## src/rtl/amix_pkg.sv

```systemverilog
package amix_pkg;

	localparam int SampleW       = 16;
	localparam int GainW         = 17;
	localparam int RecoveryShift = 5;
	localparam int MulSteps      = GainW;
	localparam int DivSteps      = SampleW;

	localparam logic [GainW-1:0]   GainUnity  = 17'h10000;
	localparam logic [GainW-1:0]   LimitHiMag = 17'd32767;
	localparam logic [GainW-1:0]   LimitLoMag = 17'd32768;
	localparam logic [SampleW-1:0] ClampHi    = 16'h7FFF;
	localparam logic [SampleW-1:0] ClampLo    = 16'h8000;

	typedef struct packed {
		logic busy;
		logic done;
	} unit_stat_t;

endpackage

```

## src/rtl/amix_mul.sv

```systemverilog
// bit-serial |sum| * gain, one gain bit per cycle, returns (product >> 16)
module amix_mul (
	input  logic                           clk,
	input  logic                           arst_n,
	input  logic                           start,
	input  logic [amix_pkg::GainW-1:0]     mag,
	input  logic [amix_pkg::GainW-1:0]     gain,
	output amix_pkg::unit_stat_t           stat,
	output logic [amix_pkg::GainW-1:0]     smag
);

	localparam int CntW = $clog2(amix_pkg::MulSteps);

	logic [amix_pkg::GainW-1:0] hi_q;
	logic [amix_pkg::GainW-1:0] lo_q;
	logic [amix_pkg::GainW-1:0] mag_q;
	logic [CntW-1:0]            cnt_q;
	logic                       busy_q;
	logic                       done_q;
	logic [amix_pkg::GainW:0]   acc;

	assign acc = {1'b0, hi_q} + (lo_q[0] ? {1'b0, mag_q} : '0);

	always_ff @(posedge clk or negedge arst_n) begin
		if (!arst_n) begin
			busy_q <= 1'b0;
			done_q <= 1'b0;
			cnt_q  <= '0;
		end else begin
			done_q <= 1'b0;
			if (start) begin
				busy_q <= 1'b1;
				cnt_q  <= '0;
			end else if (busy_q) begin
				if (cnt_q == CntW'(amix_pkg::MulSteps - 1)) begin
					busy_q <= 1'b0;
					done_q <= 1'b1;
				end
				cnt_q <= cnt_q + 1'b1;
			end
		end
	end

	always_ff @(posedge clk) begin
		if (start) begin
			hi_q  <= '0;
			lo_q  <= gain;
			mag_q <= mag;
		end else if (busy_q) begin
			hi_q <= acc[amix_pkg::GainW:1];
			lo_q <= {acc[0], lo_q[amix_pkg::GainW-1:1]};
		end
	end

	assign stat.busy = busy_q;
	assign stat.done = done_q;
	assign smag      = {hi_q[amix_pkg::GainW-2:0], lo_q[amix_pkg::GainW-1]};

endmodule

```

## src/rtl/amix_div.sv

```systemverilog
// restoring divide (num << 16) / den, one quotient bit per cycle; needs num < den
module amix_div (
	input  logic                             clk,
	input  logic                             arst_n,
	input  logic                             start,
	input  logic [amix_pkg::GainW-1:0]       num,
	input  logic [amix_pkg::GainW-1:0]       den,
	output amix_pkg::unit_stat_t             stat,
	output logic [amix_pkg::SampleW-1:0]     quo
);

	localparam int CntW = $clog2(amix_pkg::DivSteps);

	logic [amix_pkg::GainW-1:0]   rem_q;
	logic [amix_pkg::GainW-1:0]   den_q;
	logic [amix_pkg::SampleW-1:0] quo_q;
	logic [CntW-1:0]              cnt_q;
	logic                         busy_q;
	logic                         done_q;
	logic [amix_pkg::GainW:0]     rem2;
	logic [amix_pkg::GainW:0]     diff;
	logic                         ge;

	assign rem2 = {rem_q, 1'b0};
	assign diff = rem2 - {1'b0, den_q};
	assign ge   = rem2 >= {1'b0, den_q};

	always_ff @(posedge clk or negedge arst_n) begin
		if (!arst_n) begin
			busy_q <= 1'b0;
			done_q <= 1'b0;
			cnt_q  <= '0;
		end else begin
			done_q <= 1'b0;
			if (start) begin
				busy_q <= 1'b1;
				cnt_q  <= '0;
			end else if (busy_q) begin
				if (cnt_q == CntW'(amix_pkg::DivSteps - 1)) begin
					busy_q <= 1'b0;
					done_q <= 1'b1;
				end
				cnt_q <= cnt_q + 1'b1;
			end
		end
	end

	always_ff @(posedge clk) begin
		if (start) begin
			rem_q <= num;
			den_q <= den;
			quo_q <= '0;
		end else if (busy_q) begin
			rem_q <= ge ? diff[amix_pkg::GainW-1:0] : rem2[amix_pkg::GainW-1:0];
			quo_q <= {quo_q[amix_pkg::SampleW-2:0], ge};
		end
	end

	assign stat.busy = busy_q;
	assign stat.done = done_q;
	assign quo       = quo_q;

endmodule

```

## src/rtl/adaptive_gain_audio_mixer_core.sv

```systemverilog
// channel | dir | tdata                               | tuser
// s_      | in  | [15:0] new_sample, [31:16] base_sample | block_start
// m_      | out | [15:0] mixed_sample                 | clipped
//
// One word at a time: a bit-serial gain multiply, plus a restoring divide
// for the new gain when the scaled result clips.
// s_tready is high only while no word is in work; the result register lets
// the next word in while m_ waits.
// Reset sets the gain to unity; no clearing pass.
module adaptive_gain_audio_mixer_core (
	input  logic                clk,
	input  logic                arst_n,
	input  logic                s_tvalid,
	output logic                s_tready,
	input  logic [31:0]         s_tdata,   // new_sample, base_sample
	input  logic                s_tuser,   // block_start
	output logic                m_tvalid,
	input  logic                m_tready,
	output logic [15:0]         m_tdata,   // mixed_sample
	output logic                m_tuser    // clipped
);

	typedef enum logic [2:0] {
		ST_IDLE,
		ST_MUL,
		ST_CHK,
		ST_DIV,
		ST_REC,
		ST_OUT
	} state_t;

	state_t                         state_q;
	logic [amix_pkg::GainW-1:0]     gain_q;
	logic                           neg_q;
	logic                           clip_q;
	logic [amix_pkg::SampleW-1:0]   res_q;
	logic [amix_pkg::SampleW-1:0]   m_data_q;
	logic                           m_user_q;
	logic                           m_valid_q;

	logic [amix_pkg::SampleW-1:0]   new_s;
	logic [amix_pkg::SampleW-1:0]   base_s;
	logic [amix_pkg::GainW-1:0]     sum;
	logic [amix_pkg::GainW-1:0]     mag;
	logic [amix_pkg::GainW-1:0]     gain_eff;
	logic                           in_acc;
	logic                           mul_start;
	logic                           div_start;
	amix_pkg::unit_stat_t           mul_stat;
	amix_pkg::unit_stat_t           div_stat;
	logic [amix_pkg::GainW-1:0]     smag;
	logic [amix_pkg::SampleW-1:0]   quo;
	logic                           ovf_pos;
	logic                           ovf_neg;
	logic [amix_pkg::GainW-1:0]     shortfall;

	assign new_s    = s_tdata[15:0];
	assign base_s   = s_tdata[31:16];
	assign sum      = {new_s[15], new_s} + {base_s[15], base_s};
	assign mag      = sum[amix_pkg::GainW-1] ? (~sum + 1'b1) : sum;
	assign gain_eff = s_tuser ? amix_pkg::GainUnity : gain_q;
	assign in_acc   = s_tvalid && s_tready;
	assign s_tready = (state_q == ST_IDLE);

	assign ovf_pos   = !neg_q && (smag > amix_pkg::LimitHiMag);
	assign ovf_neg   = neg_q && (smag > amix_pkg::LimitLoMag);
	assign mul_start = in_acc;
	assign div_start = (state_q == ST_CHK) && (ovf_pos || ovf_neg);
	assign shortfall = amix_pkg::GainUnity - gain_q;

	amix_mul u_mul (
		.clk    (clk),
		.arst_n (arst_n),
		.start  (mul_start),
		.mag    (mag),
		.gain   (gain_eff),
		.stat   (mul_stat),
		.smag   (smag)
	);

	amix_div u_div (
		.clk    (clk),
		.arst_n (arst_n),
		.start  (div_start),
		.num    (ovf_neg ? amix_pkg::LimitLoMag : amix_pkg::LimitHiMag),
		.den    (smag),
		.stat   (div_stat),
		.quo    (quo)
	);

	always_ff @(posedge clk or negedge arst_n) begin
		if (!arst_n) begin
			state_q   <= ST_IDLE;
			gain_q    <= amix_pkg::GainUnity;
			m_valid_q <= 1'b0;
			neg_q     <= 1'b0;
			clip_q    <= 1'b0;
			res_q     <= '0;
			m_data_q  <= '0;
			m_user_q  <= 1'b0;
		end else begin
			if (m_valid_q && m_tready && state_q != ST_OUT) begin
				m_valid_q <= 1'b0;
			end
			case (state_q)
				ST_IDLE: begin
					if (in_acc) begin
						gain_q  <= gain_eff;
						neg_q   <= sum[amix_pkg::GainW-1];
						state_q <= ST_MUL;
					end
				end
				ST_MUL: begin
					if (mul_stat.done) begin
						state_q <= ST_CHK;
					end
				end
				ST_CHK: begin
					clip_q <= ovf_pos || ovf_neg;
					if (ovf_pos) begin
						res_q   <= amix_pkg::ClampHi;
						state_q <= ST_DIV;
					end else if (ovf_neg) begin
						res_q   <= amix_pkg::ClampLo;
						state_q <= ST_DIV;
					end else begin
						res_q   <= neg_q ? (~smag[15:0] + 1'b1) : smag[15:0];
						state_q <= ST_REC;
					end
				end
				ST_DIV: begin
					if (div_stat.done) begin
						gain_q  <= {1'b0, quo};
						state_q <= ST_REC;
					end
				end
				ST_REC: begin
					if (gain_q < amix_pkg::GainUnity) begin
						gain_q <= gain_q + (shortfall >> amix_pkg::RecoveryShift);
					end
					state_q <= ST_OUT;
				end
				ST_OUT: begin
					if (!m_valid_q || m_tready) begin
						m_valid_q <= 1'b1;
						m_data_q  <= res_q;
						m_user_q  <= clip_q;
						state_q   <= ST_IDLE;
					end
				end
				default: begin
					state_q <= ST_IDLE;
				end
			endcase
		end
	end

	assign m_tvalid = m_valid_q;
	assign m_tdata  = m_data_q;
	assign m_tuser  = m_user_q;

	a_gain_range: assert property (@(posedge clk) disable iff (!arst_n)
		(gain_q >= amix_pkg::LimitHiMag) && (gain_q <= amix_pkg::GainUnity))
		else $error("gain out of range");

	a_clip_value: assert property (@(posedge clk) disable iff (!arst_n)
		(m_tvalid && m_tuser) |-> (m_tdata == amix_pkg::ClampHi || m_tdata == amix_pkg::ClampLo))
		else $error("clipped word not at a limit");

	a_mul_done: assert property (@(posedge clk) disable iff (!arst_n)
		mul_stat.done |-> (state_q == ST_MUL))
		else $error("multiply done outside multiply state");

	a_div_done: assert property (@(posedge clk) disable iff (!arst_n)
		div_stat.done |-> (state_q == ST_DIV && clip_q))
		else $error("divide done without clip");

	a_units_idle: assert property (@(posedge clk) disable iff (!arst_n)
		(state_q == ST_IDLE) |-> !(mul_stat.busy || div_stat.busy))
		else $error("arithmetic unit busy while idle");

endmodule
```

## config.mk

```make
export PLATFORM = sky130hd
export DESIGN_NAME = adaptive_gain_audio_mixer_core
export DESIGN_NICKNAME = d
export VERILOG_FILES = /design/src/rtl/amix_pkg.sv /design/src/rtl/amix_mul.sv /design/src/rtl/amix_div.sv /design/src/rtl/adaptive_gain_audio_mixer_core.sv
export SDC_FILE = /design/constraint.sdc
export NUM_CORES = 1
export LEC_CHECK = 0
export BUFFER_PORTS_ARGS = -buffer_cell sky130_fd_sc_hd__buf_2
export CAP_MARGIN = 20
export CORE_AREA = 2 2 144 146
export DETAILED_ROUTE_END_ITERATION = 16
export DIE_AREA = 0 0 146 148
export GPL_TIMING_DRIVEN = 0
export PLACE_DENSITY = 0.74
export SLEW_MARGIN = 10
export SYNTH_ARGS = -nofsm -noshare
export SYNTH_HDL_FRONTEND = slang
export SYNTH_HIERARCHICAL = 1
export SYNTH_SLANG_ARGS = --single-unit
```

## constraint.sdc

```tcl
create_clock -name clk -period 6.8 [get_ports clk]
set_clock_uncertainty 0.15 [all_clocks]
set_input_delay 0.68 -clock clk [delete_from_list [all_inputs] [get_ports clk]]
set_output_delay 0.68 -clock clk [all_outputs]
set_load 0.02 [all_outputs]
```

==> flow_summary.toml, run 1 <==
[worst_hold_path]
hold_path_class = "flop to flop"
min_from = "res_q[15]$_DFFE_PN0P_"
holdPathEnd = "res_q[15]$_DFFE_PN0P_"
min_path_cells = 2

[place]
dpl_cell_area_sq_um = 11900
hpwlAfterDp_um = 18600
gp_congestion = 0.916
io_buffers = 55

[sta]
final.min_clock_period_ns = 5.01
finalSetupViolCount = 0
fmaxAchievable_mhz = 199
max_slew_margin_pct = 30.6
min_period_over_period_pct = 73.7
finalMaxSlewViolations = 0
final_hold_viol_count = 0
tightest_slew_ns = 1.03
timing.setup.tns_ns = 0
rsz0062_at_grt = "no"

[clock_tree]
clock_latency_ns = 0.43
cts-buffers-inserted = 17
path_clk_slew_ns = 0.07
cts_resized = 0
numClockSinks = 170
cts_root_buf = "clkbuf_16"
cts_tree = "built"
clock_path_buffers = 2
htree_num_levels = 4

[setup_path]
crit_chain = "buf_4 > inv_1 > ha_1 > nor3b_1 > nand4_1 > o41ai_1 > nor2b_1 > clkbuf_1 > and2_1 > nor2_2 > clkbuf_1 > clkbuf_1 > clkbuf_1 > or2_2"
cp_slowest_cell = "nor2_2"
timing.rr.end = "u_div/rem_q[12]$_DFFE_PP_"
cpLargestDelayFamily = "simple AND/OR/NAND/NOR gates"
critPathRequiredTime_ns = 6.72
crit_path_end_kind = "flop"
arrival_ns = 4.93
r2r_start = "u_mul/hi_q[0]$_SDFFE_PP0P_"
cp-start-kind = "flop"
r2r_cells = 14
cp.buffers_inverters = 6
worstSetupPathType = "flop to flop"
reg2reg_slack_ns = 1.79
crit_path_frequent_cell = "clkbuf_1"
worstPathMaxFanout = 20
critPathMaxStageDelay_ns = 0.72

[power_and_ir_drop]
vdd_drop_max_uv = 248
power_density_nw_per_um2 = 485
p_leak_nw = 5.37

[drt]
first_pass_iters = 8
finalWirelength_um = 25300
ant_nets = 0
drt-wirelength-per-cell_um = 16.4
drtIter0Drc = 567
drc_errors = 0
viasPerCell = 5.87
wl_met3_um = 1180
dr_total_vias = 9040
dr_wl_met2_um = 12000
met1Wirelength_um = 11700
top_layer = "met4"

[layout]
fillers = 1718
multi_input_area_sq_um = 6240
final_nets = 1368
antennaDiodeCount = 0
fin_area_sq_um = 12500
seq_area_sq_um = 4430
area_growth_pct = 11.3
drive_above_1_share_pct = 13.8

[job]
maxCapViolations = 0

[floorplanning]
dieWidth_um = 146
start_util_pct = 56.0
die_h_um = 148
rows = 52
die_area_sq_um = 21600
design.core.area_sq_um = 20000
io_pins = 56

[yosys]
syn-mean-instance-area_sq_um = 9.50
synth_nets = 1292
mappedNetlistArea_sq_um = 11200
syn_inst = 1182
ys.warnings.count = 6

[outcome]
outcome = "finished, final reports clean"

[global_route]
grt_usage_pct = 23.7
grt-ovfl-total = 0
grt_pass1_wl_um = 42000
antenna_found_initial = 0
grt_pass1_vias = 8499
grt_max_degree = 51
## metal layers
metal,track usage (%),vias to the layer above
li1,-,4460
met1,32.6,4277
met2,39.7,266
met3,3.55,37
met4,5.87,0
met5,0,-
## area by class of cell
class                           instances  share of cell area [%]
Buffer                                 72                    2.99
Sequential cell                       170                    35.5
Clock inverter                         13                    1.26
Inverter                               48                    1.44
Timing Repair Buffer                   57                    2.52
Multi-Input combinational cell        892                    50.0
Clock buffer                           19                    3.64
Tap cell                              270                    2.70
## state kept, by name (all words and copies together), names as in the netlist, 16 cells and up
| register | count |
|---|---|
| u_div/den_q | 17 |
| res_q | 16 |
| u_mul/lo_q | 17 |
| m_tdata | 16 |
| u_mul/mag_q | 17 |
| u_mul/hi_q | 17 |
| gain_q | 17 |
| u_div/rem_q | 17 |
| u_div/quo | 16 |
## metrics by stage
stage / setup slack [ns] / power, mW / util [%] / std cells / hold slack (ns)
global placement: 1.56 / 4.93 / 59.1 / 1507 / 0.309
finish: 1.79 / 6.06 / 62.4 / 1541 / 0.328
detailed placement: 1.90 / 5.02 / 59.2 / 1508 / 0.316
floorplan: 2.71 / 4.27 / - / 1182 / 0.234
CTS: 1.87 / 6.05 / 62.4 / 1541 / 0.331
global route: 1.47 / 6.53 / 62.4 / 1541 / 0.354
## repair_timing
item	4_1_cts	5_1_grt
hold buffers	1	0
setup buffers	0	0
endpoints found under the hold margin	19	0
## cell usage in the layout, fill, tap and decap left out, drive strengths merged, types with 9 or more instances in the layout
master	n
nor3	17
and2	24
o31ai	20
dfxtp	33
nor2b	29
buf	85
a21o	25
a211oi	15
nor2	100
edfxtp	68
o211ai	10
mux2	35
a32oi	9
o21ai	67
nand4	16
inv	52
nand2b	17
ha	69
a31oi	21
a22oi	13
mux2i	23
nand2	96
xor2	35
dfrtp	68
and3	9
nand3	16
or2	9
xnor2	44
clkbuf	62
a21oi	65
## power breakdown
| part | internal [mW] | switching, mW | total [mW] | leakage, nW |
|---|---|---|---|---|
| Combinational | 1.34 | 1.92 | 3.26 | 3.26 |
| Clock | 0.572 | 0.423 | 0.995 | 0.283 |
| Sequential | 1.56 | 0.254 | 1.81 | 1.83 |
## worst max-delay path by stage
stage                                           from                   endpoint  cells past startpoint
after floorplan                gain_q[3]$_DFFE_PN0P_     gain_q[12]$_DFFE_PN0P_                     14
after global placement    u_mul/hi_q[0]$_SDFFE_PP0P_  u_div/rem_q[12]$_DFFE_PP_                     14
after detailed placement  u_mul/hi_q[0]$_SDFFE_PP0P_  u_div/rem_q[12]$_DFFE_PP_                     14
after CTS                 u_mul/hi_q[0]$_SDFFE_PP0P_  u_div/rem_q[11]$_DFFE_PP_                     14
after global routing      u_mul/hi_q[0]$_SDFFE_PP0P_  u_div/rem_q[12]$_DFFE_PP_                     14
final                     u_mul/hi_q[0]$_SDFFE_PP0P_  u_div/rem_q[12]$_DFFE_PP_                     14
## worst reg2reg max path, cell delays in order, from the launching register on
cell,delay (ns)
dfxtp_1,0.36
buf_4,0.17
inv_1,0.05
ha_1,0.22
nor3b_1,0.17
nand4_1,0.17
o41ai_1,0.12
nor2b_1,0.14
clkbuf_1,0.21
and2_1,0.25
nor2_2,0.72
clkbuf_1,0.51
clkbuf_1,0.38
clkbuf_1,0.51
or2_2,0.53
Power figures use the tool's default switching activity.
==> inputs of run 2 (changes only) <==
--- a/config.mk
+++ b/config.mk
@@ -5,13 +5,14 @@
 export SDC_FILE = /design/constraint.sdc
 export NUM_CORES = 1
 export LEC_CHECK = 0
+export ABC_AREA = 1
 export BUFFER_PORTS_ARGS = -buffer_cell sky130_fd_sc_hd__buf_2
 export CAP_MARGIN = 20
-export CORE_AREA = 2 2 144 146
+export CORE_AREA = 2 2 152 154
 export DETAILED_ROUTE_END_ITERATION = 16
-export DIE_AREA = 0 0 146 148
+export DIE_AREA = 0 0 154 156
 export GPL_TIMING_DRIVEN = 0
-export PLACE_DENSITY = 0.74
+export PLACE_DENSITY = 0.77
 export SLEW_MARGIN = 10
 export SYNTH_ARGS = -nofsm -noshare
 export SYNTH_HDL_FRONTEND = slang
==> constraint.sdc (replaced) <==
create_clock -name clk -period 4.2 [get_ports clk]
set_clock_uncertainty 0.15 [all_clocks]
set_input_delay 0.42 -clock clk [delete_from_list [all_inputs] [get_ports clk]]
set_output_delay 0.42 -clock clk [all_outputs]
set_load 0.02 [all_outputs]
==> flow_summary.toml, run 2 <==
[setup_path]
cp-start-kind = "flop"
critPathRequiredTime_ns = 4.15
worstSetupPathType = "flop to flop"
cp_slowest_cell = "dfxtp_1"
critPathMaxStageDelay_ns = 0.45
crit_chain = "buf_4 > inv_1 > ha_1 > nand3_1 > nor2_1 > nand2_1 > nor2_1 > nand2_1 > nand2_1 > nand2_1 > nand2_1 > clkinvlp_4 > buf_2 > clkinv_1 > nand2_1 > clkbuf_4"
worstPathMaxFanout = 26
crit_path_frequent_cell = "nand2_1"
crit_path_end_kind = "flop"
cp.buffers_inverters = 6
cpLargestDelayFamily = "buffers and inverters"
arrival_ns = 3.79

[clock_tree]
path_clk_slew_ns = 0.07
post_cts_buffers = 0
cts-buffers-inserted = 17
clock_latency_ns = 0.44
numClockSinks = 170
cts_tree = "built"
clock_path_buffers = 2
htree_num_levels = 4
cts_root_buf = "clkbuf_16"

[layout]
area_growth_pct = 10.4
drive_above_1_share_pct = 10.9
final_cells = 2200
layout_common_cells = "nand2_1, inv_1, nor2_1, nand3_1, ha_1"
fillers = 2030
postLayoutCoreUtil_pct = 62.2
final_nets = 2012
antennaDiodeCount = 0
layout_commonest_cell = "nand2_1"

[drt]
drt-wirelength-per-cell_um = 13.7
first_pass_iters = 6
ant_nets = 0
drc_errors = 0
top_layer = "met4"
wl_met3_um = 1380
met1Wirelength_um = 13800
dr_total_vias = 11500
viasPerCell = 5.22
drtIter0Drc = 747
finalWirelength_um = 30000
dr_wl_met2_um = 14200

[place]
gp_congestion = 0.919
io_buffers = 54
placedCellCount = 2167
hpwlAfterDp_um = 23600

[power_and_ir_drop]
total_power_mw = 10.7
power_density_nw_per_um2 = 769
p_leak_nw = 7.52
vdd_drop_max_uv = 612

[sta]
timing.setup.tns_ns = 0
hold_slack_ns = 0.153
finalMaxSlewViolations = 0
rsz0062_at_grt = "no"
final_hold_viol_count = 0
final.min_clock_period_ns = 3.83
tightest_slew_ns = 0.866
min_period_over_period_pct = 91.2
finalSetupViolCount = 0
max_slew_margin_pct = 42.1
fmaxAchievable_mhz = 261

[floorplanning]
die_area_sq_um = 24000
rows = 55
die_h_um = 156
io_pins = 56
dieWidth_um = 154
start_util_pct = 56.3
design.core.area_sq_um = 22400

[yosys]
syn-mean-instance-area_sq_um = 6.90
mappedNetlistArea_sq_um = 12600
ys.warnings.count = 6
syn_inst = 1826
synth_nets = 1936

[worst_hold_path]
hold_path_class = "primary input to flop"

[outcome]
outcome = "finished, final reports clean"

[global_route]
grt_usage_pct = 26.0
grt_max_degree = 59
grt_pass1_vias = 10900
grt_pass1_wl_um = 50900
grt-ovfl-total = 0
antenna_found_initial = 0

[job]
maxCapViolations = 0
-- run 2: where the power goes --
part	internal, mW	switching (mW)	total (mW)
Clock	0.841	0.775	1.62
Combinational	2.15	4.00	6.15
Sequential	2.53	0.399	2.93
-- run 2: path summary, 6_finish.rpt --
| check | slack (ns) | depth (start not counted) | to | startpoint |
|---|---|---|---|---|
| setup / recovery | 0.37 | 16 | u_div/rem_q[7]$_DFFE_PP_ | u_mul/hi_q[0]$_SDFFE_PP0P_ |
| hold / removal | 0.15 | 2 | u_mul/mag_q[0]$_DFFE_PP_ | s_tdata[16] |
| setup reg to reg | 0.37 | 16 | u_div/rem_q[7]$_DFFE_PP_ | u_mul/hi_q[0]$_SDFFE_PP0P_ |
| max in group asynchronous | 3.09 | 3 | gain_q[16]$_DFFE_PN1P_ | arst_n |
| min in group asynchronous | 0.23 | 2 | res_q[7]$_DFFE_PN0P_ | arst_n |
| hold reg to reg | 0.31 | 1 | u_mul/cnt_q[4]$_DFFE_PN0P_ | u_mul/cnt_q[4]$_DFFE_PN0P_ |
-- run 2: repair_timing --
action,4_1_cts,5_1_grt
resized for setup,0,2
endpoints found under the setup margin,0,26
hold buffers,1,0
endpoints found under the hold margin,68,0
-- run 2: cell type report --
| cell class | instances | area (sq um) | share of cell area [%] |
|---|---|---|---|
| clock buffers | 18 | 450 | 3.24 |
| well taps | 285 | 357 | 2.56 |
| inverters | 313 | 1180 | 8.47 |
| plain buffers | 56 | 358 | 2.57 |
| clock inverters | 14 | 170 | 1.22 |
| repair buffers | 57 | 318 | 2.29 |
| multi-input cells | 1287 | 6650 | 47.8 |
| flip-flops and latches | 170 | 4430 | 31.9 |
-- run 2: routing by layer --
layer | up-vias | GRT usage [%]
li1 | 5920 | -
met1 | 5198 | 33.6
met2 | 304 | 45.4
met3 | 54 | 3.64
met4 | 0 | 8.37
met5 | - | 0
-- run 2: worst reg2reg max path, stage by stage (launching register included) --
cell        delay (ns)
dfxtp_1           0.45
buf_4             0.19
inv_1             0.06
ha_1              0.22
nand3_1           0.14
nor2_1            0.08
nand2_1           0.09
nor2_1            0.05
nand2_1           0.07
nand2_1           0.07
nand2_1           0.08
nand2_1           0.14
clkinvlp_4        0.36
buf_2             0.33
clkinv_1          0.26
nand2_1           0.31
clkbuf_4          0.44
-- run 2: stage by stage --
stage / area, sq um / worst slack, ns
4_1_cts: 13900 / 0.0823
6_report: 13900 / 0.368
5_1_grt: 13900 / 0.0132
3_5_place_dp: 13300 / 0.0972
3_3_place_gp: 13200 / -0.0700
2_1_floorplan: 12600 / 0.902
==> inputs of run 3 (changes only) <==
--- a/config.mk
+++ b/config.mk
@@ -7,8 +7,9 @@
 export LEC_CHECK = 0
 export ABC_AREA = 1
 export BUFFER_PORTS_ARGS = -buffer_cell sky130_fd_sc_hd__buf_2
-export CAP_MARGIN = 20
+export CAP_MARGIN = 0
 export CORE_AREA = 2 2 152 154
+export CTS_BUF_LIST = sky130_fd_sc_hd__clkbuf_8
 export DETAILED_ROUTE_END_ITERATION = 16
 export DIE_AREA = 0 0 154 156
 export GPL_TIMING_DRIVEN = 0
==> flow_summary.toml, run 3 (synthesis gave the netlist of run 2 again) <==
[drt]
drtIter0Drc = 786
ant_nets = 0
dr_total_vias = 11500
first_pass_iters = 5
drc_errors = 0
finalWirelength_um = 29900
viasPerCell = 5.22
drt-wirelength-per-cell_um = 13.6

[global_route]
antenna_found_initial = 0
grt_util_met1_pct = 33.7
grt_usage_pct = 26.0
grt_pass1_wl_um = 50800
grt_max_degree = 59
grt_use_met2_pct = 45.3
grt_pass1_vias = 10900
grt-ovfl-total = 0
top_usage_layer = "met2"
grtUsageMet3_pct = 3.56

[sta]
final_hold_viol_count = 0
hold_slack_ns = 0.119
tightest_slew_ns = 0.859
min_period_over_period_pct = 91.8
fmaxAchievable_mhz = 259
max_slew_margin_pct = 42.6
finalSetupViolCount = 0
rsz0062_at_grt = "no"
finalMaxSlewViolations = 0
final.min_clock_period_ns = 3.86

[clock_tree]
post_cts_buffers = 0
clock_path_buffers = 2
cts_tree = "built"
htree_num_levels = 4
path_clk_slew_ns = 0.10
cts-buffers-inserted = 17
clock_latency_ns = 0.47
numClockSinks = 170
cts_root_buf = "clkbuf_8"

[floorplanning]
dieWidth_um = 154
rows = 55
design.core.area_sq_um = 22400
die_h_um = 156
start_util_pct = 56.3
die_area_sq_um = 24000
io_pins = 56

[job]
maxCapViolations = 0

[place]
gp_congestion = 0.919
io_buffers = 54
hpwlAfterDp_um = 23600
dpl_cell_area_sq_um = 13300

[layout]
area_growth_pct = 8.89
fin_area_sq_um = 13700
antennaDiodeCount = 0
drive_above_1_share_pct = 10.9
layout_common_cells = "nand2_1, inv_1, nor2_1, nand3_1, ha_1"
layout_commonest_cell = "nand2_1"
final_nets = 2012

[power_and_ir_drop]
pwr-share-seq_pct = 28.4
p_leak_nw = 7.44
internal-power_mw = 5.20
switching_share_pct = 49.6
power_switching_mw = 5.11
vdd_drop_max_uv = 615
clock_power_share_pct = 12.0
power_density_nw_per_um2 = 751
combPwrFrac_pct = 59.6

[worst_hold_path]
min_path_cells = 2
hold_path_class = "primary input to flop"

[setup_path]
cp_slowest_cell = "dfxtp_1"
critPathRequiredTime_ns = 4.19
crit_chain = "buf_4 > inv_1 > ha_1 > nand3_1 > nor2_1 > nand2_1 > nor2_1 > nand2_1 > nand2_1 > nand2_1 > nand2_1 > clkinvlp_4 > buf_2 > clkinv_1 > nand2_1 > clkbuf_4"
arrival_ns = 3.85
critPathMaxStageDelay_ns = 0.45
r2r_cells = 16
reg2reg_slack_ns = 0.34
worstSetupPathType = "flop to flop"
cp-start-kind = "flop"
crit_path_end_kind = "flop"
worstPathMaxFanout = 26
crit_path_frequent_cell = "nand2_1"

[outcome]
outcome = "finished, final reports clean"
==> run 3: changes by cell type in the layout (fill, tap and decap cells not counted), sizes merged <==
cell | before | now
bufinv | 0 | 1
clkbuf | 36 | 35
==> run 3: path summary, 6_finish.rpt <==
path | start | end
setup / recovery | u_mul/hi_q[0]$_SDFFE_PP0P_ | u_div/rem_q[7]$_DFFE_PP_
hold / removal | s_tdata[16] | u_mul/mag_q[0]$_DFFE_PP_
setup reg to reg | u_mul/hi_q[0]$_SDFFE_PP0P_ | u_div/rem_q[7]$_DFFE_PP_
hold reg to reg | u_mul/cnt_q[4]$_DFFE_PN0P_ | u_mul/cnt_q[4]$_DFFE_PN0P_
max in group asynchronous | arst_n | gain_q[16]$_DFFE_PN1P_
min in group asynchronous | arst_n | res_q[8]$_DFFE_PN0P_
==> run 3: stage by stage <==
stage               setup slack, ns  cells  utilization [%]  setup TNS, ns  power [mW]
floorplan                     0.902   1826                -              0        7.57
global placement            -0.0700   2165             59.1          -1.18        8.85
detailed placement           0.0972   2167             59.3              0        9.04
CTS                          0.0431   2200             61.3              0        10.3
global route                0.00849   2200             61.4              0        11.3
finish                        0.343   2200             61.4              0        10.3
==> run 3: layout make-up <==
type	count	area [sq um]
fillers	2061	8640
multi-input cells	1287	6650
flip-flops and latches	170	4430
inverters	313	1180
plain buffers	56	358
well taps	285	357
repair buffers	57	318
clock buffers	17	234
clock inverters	15	200
==> run 3: worst max-delay path, delay by kind of cell, from the launching register on <==
kind          cells  cell delay, ns
flops             1            0.45
buf+inv           6            1.64
simple gates      9            1.03
fa+ha+maj         1            0.22
==> run 3: repair_timing <==
item / CTS / global route
endpoints found under the setup margin: 0 / 27
hold buffers: 1 / 0
hold endpoints to repair: 68 / 0
resized for setup: 0 / 2
==> run 3: power by group through the flow <==
stage | clock network [mW] | logic [mW] | registers, mW
floorplan | 0 | 4.64 | 2.93
finish | 1.24 | 6.14 | 2.92
CTS | 1.26 | 6.13 | 2.92
global route | 1.32 | 6.99 | 2.99
detailed placement | 0 | 6.10 | 2.94
global placement | 0 | 5.92 | 2.93
==> run 3: layer usage <==
| layer | routed length (um) | share of wire (%) |
|---|---|---|
| met4 | 612 | 2.0 |
| met5 | 0 | 0 |
| met3 | 1390 | 4.6 |
| met1 | 13800 | 46 |
| met2 | 14200 | 47 |
